$ cat config.mk
export PLATFORM = sky130hd
export DESIGN_NAME = bba_cell
export DESIGN_NICKNAME = d
export VERILOG_FILES = /design/src/rtl/bba_pkg.sv /design/src/rtl/bba_cell.sv
export SDC_FILE = /design/constraint.sdc
export NUM_CORES = 1
export LEC_CHECK = 0
export ABC_AREA = 1
export BUFFER_PORTS_ARGS = -buffer_cell sky130_fd_sc_hd__buf_2
export CAP_MARGIN = 20
export CORE_AREA = 4 4 41 43
export CTS_CLUSTER_DIAMETER = 30
export DETAILED_ROUTE_END_ITERATION = 10
export DIE_AREA = 0 0 45 47
export PLACE_DENSITY = 0.62
export SYNTH_ARGS = -nofsm -noshare
export SYNTH_HDL_FRONTEND = slang
export SYNTH_SLANG_ARGS = --single-unit
$ cat constraint.sdc
create_clock -name clk -period 0.8 [get_ports clk]
set_clock_uncertainty 0.15 [all_clocks]
set_input_delay 0.2 -clock clk [delete_from_list [all_inputs] [get_ports clk]]
set_output_delay 0.2 -clock clk [all_outputs]
set_load 0.02 [all_outputs]
$ cat src/rtl/bba_pkg.sv
`timescale 1ns / 1ps

package bba_pkg;

    localparam int MAX_BLOCKS = 4096;
    localparam int MAX_RUN    = 64;

    localparam int BLK_W  = $clog2(MAX_BLOCKS);      // block index
    localparam int CNT_W  = $clog2(MAX_BLOCKS + 1);  // block count
    localparam int RUN_W  = $clog2(MAX_RUN + 1);     // run length / grant count
    localparam int WORD_W = 64;                      // bitmap row width
    localparam int WBIT_W = $clog2(WORD_W);
    localparam int ROWS   = MAX_BLOCKS / WORD_W;
    localparam int ROW_W  = BLK_W - WBIT_W;

    localparam logic CMD_ALLOC = 1'b0;
    localparam logic CMD_FREE  = 1'b1;

    localparam logic [1:0] ST_OK           = 2'd0;
    localparam logic [1:0] ST_NO_SPACE     = 2'd1;
    localparam logic [1:0] ST_RANGE        = 2'd2;
    localparam logic [1:0] ST_ALREADY_FREE = 2'd3;

    typedef struct packed {
        logic             en;
        logic [ROW_W-1:0] addr;
    } bm_rd_t;

    typedef struct packed {
        logic              en;
        logic [ROW_W-1:0]  addr;
        logic [WORD_W-1:0] data;
    } bm_wr_t;

endpackage

$ cat src/rtl/bba_cell.sv
`timescale 1ns / 1ps

// One stage of the grant chain: holds a block index, takes its neighbor's on shift.
module bba_cell import bba_pkg::*; (
    input  logic             clk,
    input  logic             shift_en,
    input  logic [BLK_W-1:0] d,
    output logic [BLK_W-1:0] q
);

    logic [BLK_W-1:0] blk_reg;

    always_ff @(posedge clk)
    begin
        if (shift_en)
        begin
            blk_reg <= d;
        end
    end

    assign q = blk_reg;

endmodule

# Word-level counts from Yosys, hierarchy flattened
# Cells that the tools add are included.
# word_totals
inputBits	14
regBits	12
wordCells	1

# Logic depth before layout (Yosys ltp)
# Gate-level depths: netlist (run 1).
# depth
ltp_word	0
mapped_depth	0
mapped_depth_nobuf	0

# Worst setup path after synthesis (run 1)
# No wires, ideal clock.
# synth_path
kind	reg-to-output
from	register blk_reg[0], in the netlist q[0]
to	output q[0]
stages_incl_launch_ff	1
path_buffers	0
arrival_ns	0.449
required_time_ns	0.450
setup_slack_ns	0.001
path_cell_list	edfxtp_1
# synth_lines
element	line	text
from (decl)	bba_cell.sv:11	logic [BLK_W-1:0] blk_reg;
from (signal assigned)	bba_cell.sv:17	blk_reg <= d;
to (decl)	bba_cell.sv:8	output logic [BLK_W-1:0] q
# No word-level cell between the ends.

# Worst setup path in the final report (run 1)
# layout_path
from	register blk_reg[4], in the netlist q[4]
to	output q[4]
# No word-level cell between the ends.

==> results of run 1 <==
through the flow:
step	instance area [µm²]	setup slack, ns	utilization, %	hold WS, ns
floorplan	360	0.000539	-	0.149
global placement	504	-0.115	38.8	0.229
detailed placement	504	-0.130	38.8	0.228
CTS	531	-0.375	40.8	-0.0566
global route	581	-0.408	44.6	-0.0722
finish	581	-0.365	44.6	-0.0430
cell usage after synthesis:
| master | instances |
|---|---|
| edfxtp_1 | 12 |
final cells by class:
type	instances	area [µm²]
fill	132	721
sequential	12	360
timing repair buffer	25	175
clock buffer	3	22.5
tap	15	18.8
clock inverter	1	3.75
power by group through the flow:
stage          Sequential [mW]  Clock (mW)  Combinational [mW]
3_5_place_dp             0.770           0               0.151
4_1_cts                  0.756       0.383               0.151
6_report                 0.764       0.358               0.184
3_3_place_gp             0.770           0               0.150
5_1_grt                  0.771       0.425               0.192
2_1_floorplan            0.839           0                   0
repair_timing:
action | in CTS | in global routing
setup endpoints to repair | 12 | 12
hold endpoints to repair | 12 | 12
gates resized for setup | 0 | 16
kinds of logic after synthesis:
| family | count (synthesis) | share of synthesized area, % |
|---|---|---|
| flops | 12 | 100 |
worst min path at each step:
stage / start / endpoint / slack, ns / depth (start not counted)
after floorplan: d[0] / q[0] / 0.15 / 0
after global placement: d[3] / q[3] / 0.23 / 1
after detailed placement: d[2] / q[2] / 0.23 / 1
after CTS: d[7] / q[7] / -0.06 / 1
after global routing: d[10] / q[10] / -0.07 / 1
final: d[6] / q[6] / -0.04 / 1
layer usage:
layer	GRT usage [%]	part of all wire, %	vias to the layer above
met3	4.21	17	2
li1	-	-	106
met1	7.02	34	95
met5	0	0	-
met2	9.04	48	15
met4	8.77	0.64	0
cells in the final DEF, fill, tap and decap left out:
cell and n:
buf_2 17, clkbuf_4 3, buf_6 8, edfxtp_1 12
clkinv_1 1
==> results_dict.tcl, run 1 <==
set metrics [dict create \
    crit_slowest_cell "edfxtp_1" \
    clkPwrFrac_pct 27.4 \
    synth_top_area_share_pct 100 \
    cts_buffers 3 \
    p_total_mw 1.31 \
    setup_violations 12 \
    drc_errors 0 \
    worst_slew_pin_slew_ns 0.250 \
    drt.antenna.violating_nets 0 \
    drv_cap 0 \
    cts_tree "built" \
    die_area_mm2 0.00212 \
    p_seq_share_pct 58.5 \
    crit_buf_inv 1 \
    synth_area_um2 360 \
    final_cells 56 \
    grt_usage_pct 7.02 \
    synth-seq-cells 12 \
    n_antenna_cell 0 \
    die_h_um 47 \
    worstSetupPathType "flip-flop to output pin" \
    clock_sinks 12 \
    clockBufferDepth 2 \
    switching_share_pct 22.2 \
    path_cells "buf_6" \
    p_sw_mw 0.290 \
    syn_area_per_cell_um2 30.0 \
    critPathMaxStageDelay_ns 0.40 \
    synth_cell_types 1 \
    power.internal_mw 1.02 \
    cp-end-kind "output pin" \
    drt_first_pass_iters 3 \
    crit_path_max_fanout 1 \
    cts_root_buffer "clkbuf_4" \
    antenna_found_initial 0 \
    fin_tns_setup_ns -4.01 \
    post-cts-setup-buffer-count 0 \
    dp_cells 52 \
    dr_total_vias 218 \
    holdCritPathClass "primary input to flip-flop" \
    io_pins 26 \
    p_leak_nw 0.248 \
    grt_max_degree 13 \
    detail_route.wl_per_cell_um 11.1 \
    yosysSeqAreaShare_pct 100 \
    period_share_pct 146 \
    setup.worst_path.start "q[4]" \
    ys_warn_count 0 \
    clock.fmax_ghz 0.859 \
    p_per_area_mw_per_mm2 2250 \
    clk_pin_slew_ns 0.07 \
    hold_viol 12 \
    grt_pass1_vias 216 \
    grt_remaining_overflow 0 \
    largest_register_ffs 12 \
    synth_top_cell_by_area "edfxtp_1" \
    setup_slack_ns -0.365 \
    holdWs_ns -0.0430 \
    status "complete, but fails checks" \
    vdd_drop_max_uv 984 \
    finalMaxSlewViolations 0 \
    crit_required_ns 0.45 \
    multi_input_area_um2 0 \
    syn_inst 12 \
    start_kind "flip-flop" \
    crit_cells 1 \
    layout-drive-gt1-share_pct 68.3 \
    h-tree-depth 1 \
    rsz0062_at_grt "yes" \
    violations "hold timing, setup timing" \
    viasPerCell 3.89 \
    cp_data_arrival_time_ns 0.81 \
    place_congestion 0.555 \
    nMultiInputCombCells 0 \
    nNetsFinal 56 \
    die_x_um 45 \
    drt-total-wl_um 624 \
    endpoint "q[4]" \
    syn_nets 26 \
    portBuffers 25 \
    rows 13 \
    drtIter0Drc 1 \
    maxSlewHeadroom_pct 83.3 \
    min_period_ns 1.16 \
    cpLargestDelayFamily "flip-flops" \
    start_util_pct 27.7 \
    coreArea_mm2 0.00130 \
    grt_pass1_wl_um 917 \
    ys_top_cells_by_area "edfxtp_1 100%" \
    p_comb_share_pct 14.1 \
    syn2layout_area_growth_pct 61.1 \
]
Note: power is estimated with default switching activity, not from simulation.
==> run 2: changes to the inputs <==
--- a/config.mk
+++ b/config.mk
@@ -6,7 +6,7 @@
 export NUM_CORES = 1
 export LEC_CHECK = 0
 export ABC_AREA = 1
-export BUFFER_PORTS_ARGS = -buffer_cell sky130_fd_sc_hd__buf_2
+export BUFFER_PORTS_ARGS = -buffer_cell sky130_fd_sc_hd__clkbuf_2
 export CAP_MARGIN = 20
 export CORE_AREA = 4 4 41 43
 export CTS_CLUSTER_DIAMETER = 30
==> results_dict.tcl, run 2 (same netlist as run 1, synthesis figures left out) <==
set metrics [dict create \
    hold_viol 12 \
    io_pins 26 \
    crit_required_ns 0.45 \
    die_x_um 45 \
    power.internal_mw 1.01 \
    p_total_mw 1.29 \
    final_common_cell "clkbuf_2" \
    period_share_pct 144 \
    rsz0062_at_grt "yes" \
    crit_buf_inv 1 \
    syn2layout_area_growth_pct 57.6 \
    violations "hold timing, setup timing" \
    drc_errors 0 \
    die_h_um 47 \
    largest_register_ffs 12 \
    fin_tns_setup_ns -3.98 \
    detail_route.wl_per_cell_um 11.2 \
    hold_path_startpoint "d[3]" \
    drt.antenna.violating_nets 0 \
    grt_pass1_wl_um 883 \
    grt_remaining_overflow 0 \
    grt_pass1_vias 205 \
    coreArea_mm2 0.00130 \
    path_cells "buf_6" \
    min_path_cells 1 \
    grt_usage_pct 6.44 \
    rows 13 \
    min_period_ns 1.15 \
    holdWs_ns -0.0419 \
    p_comb_share_pct 13.6 \
    p_per_area_mw_per_mm2 2280 \
    viasPerCell 3.86 \
    cts_tree "built" \
    critPathMaxStageDelay_ns 0.39 \
    portBuffers 25 \
    p_sw_mw 0.286 \
    drt-total-wl_um 626 \
    dr_total_vias 216 \
    cts_root_buffer "clkbuf_4" \
    final_cell_mix "13 x clkbuf_2, 12 x edfxtp_1, 6 x buf_6, 6 x buf_2, 3 x clkbuf_4" \
    h-tree-depth 1 \
    p_seq_share_pct 58.9 \
    clockBufferDepth 2 \
    cpLargestDelayFamily "flip-flops" \
    n_antenna_cell 0 \
    crit_path_max_fanout 1 \
    start_kind "flip-flop" \
    drt_first_pass_iters 2 \
    min_to "q[3]" \
    setup_slack_ns -0.353 \
    clock.fmax_ghz 0.867 \
    crit_slowest_cell "edfxtp_1" \
    switching_share_pct 22.1 \
    worstSetupPathType "flip-flop to output pin" \
    multi_input_area_um2 0 \
    worst_slew_pin_slew_ns 0.269 \
    cp_data_arrival_time_ns 0.80 \
    drv_cap 0 \
    cts_buffers 3 \
    clkPwrFrac_pct 27.5 \
    layout-drive-gt1-share_pct 68.3 \
    nNetsFinal 56 \
    die_area_mm2 0.00212 \
    maxSlewHeadroom_pct 82.1 \
    cp-end-kind "output pin" \
    drtIter0Drc 2 \
    place_congestion 0.605 \
    start_util_pct 27.7 \
    clk_pin_slew_ns 0.07 \
    antenna_found_initial 0 \
    finalMaxSlewViolations 0 \
    p_leak_nw 0.247 \
    holdCritPathClass "primary input to flip-flop" \
    vdd_drop_max_uv 1020 \
    grt_max_degree 13 \
    setup_violations 12 \
    nMultiInputCombCells 0 \
    fillers 135 \
    regArea_um2 360 \
    clock_sinks 12 \
    status "complete, but fails checks" \
]
run 2: cell count changes in the layout (fill, tap and decap cells not counted), sizes merged:
| cell | before | now |
|---|---|---|
| buf | 25 | 12 |
| clkbuf | 3 | 16 |
run 2: worst max path at each step:
stage	startpoint	endpoint	slack [ns]	depth (start not counted)
detailed placement	shift_en	q[8]	-0.14	1
finish	q[3]	q[3]	-0.35	1
global placement	shift_en	q[7]	-0.14	1
global route	q[3]	q[3]	-0.38	1
floorplan	q[0]	q[0]	0.0005	0
CTS	q[8]	q[8]	-0.36	1
run 2: area by class of cell:
type,count,area share (%)
Clock buffer,3,3.96
Sequential cell,12,63.4
Clock inverter,1,0.661
Tap cell,15,3.30
Timing Repair Buffer,25,28.6
run 2: per-stage QoR:
stage	area [µm²]	worst slack [ns]	hold WS (ns)	cells	util, %
floorplan	360	0.000539	0.149	12	-
global placement	504	-0.137	0.229	52	38.8
detailed placement	504	-0.144	0.229	52	38.8
CTS	531	-0.364	-0.0493	56	40.8
global route	568	-0.383	-0.0501	56	43.7
finish	568	-0.353	-0.0419	56	43.7
run 2: what timing repair did:
item,in CTS,in global routing
gates resized for setup,0,24
buffers inserted,0,0
endpoints found under the hold margin,12,12
endpoints found under the setup margin,12,12
run 2: power by group through the flow:
stage                     logic, mW  registers, mW  clock network (mW)
after global routing          0.187          0.766               0.398
final                         0.176          0.762               0.355
after CTS                     0.152          0.758               0.373
after detailed placement      0.152          0.772                   0
after global placement        0.150          0.772                   0
after floorplan                   0          0.839                   0
run 2: layer usage:
layer	part of all wire, %	routed length, µm	global-route usage (%)
met5	0	0	0
met4	0	0	5.26
met3	15	91	3.07
met2	54	335	9.89
met1	32	199	6.73
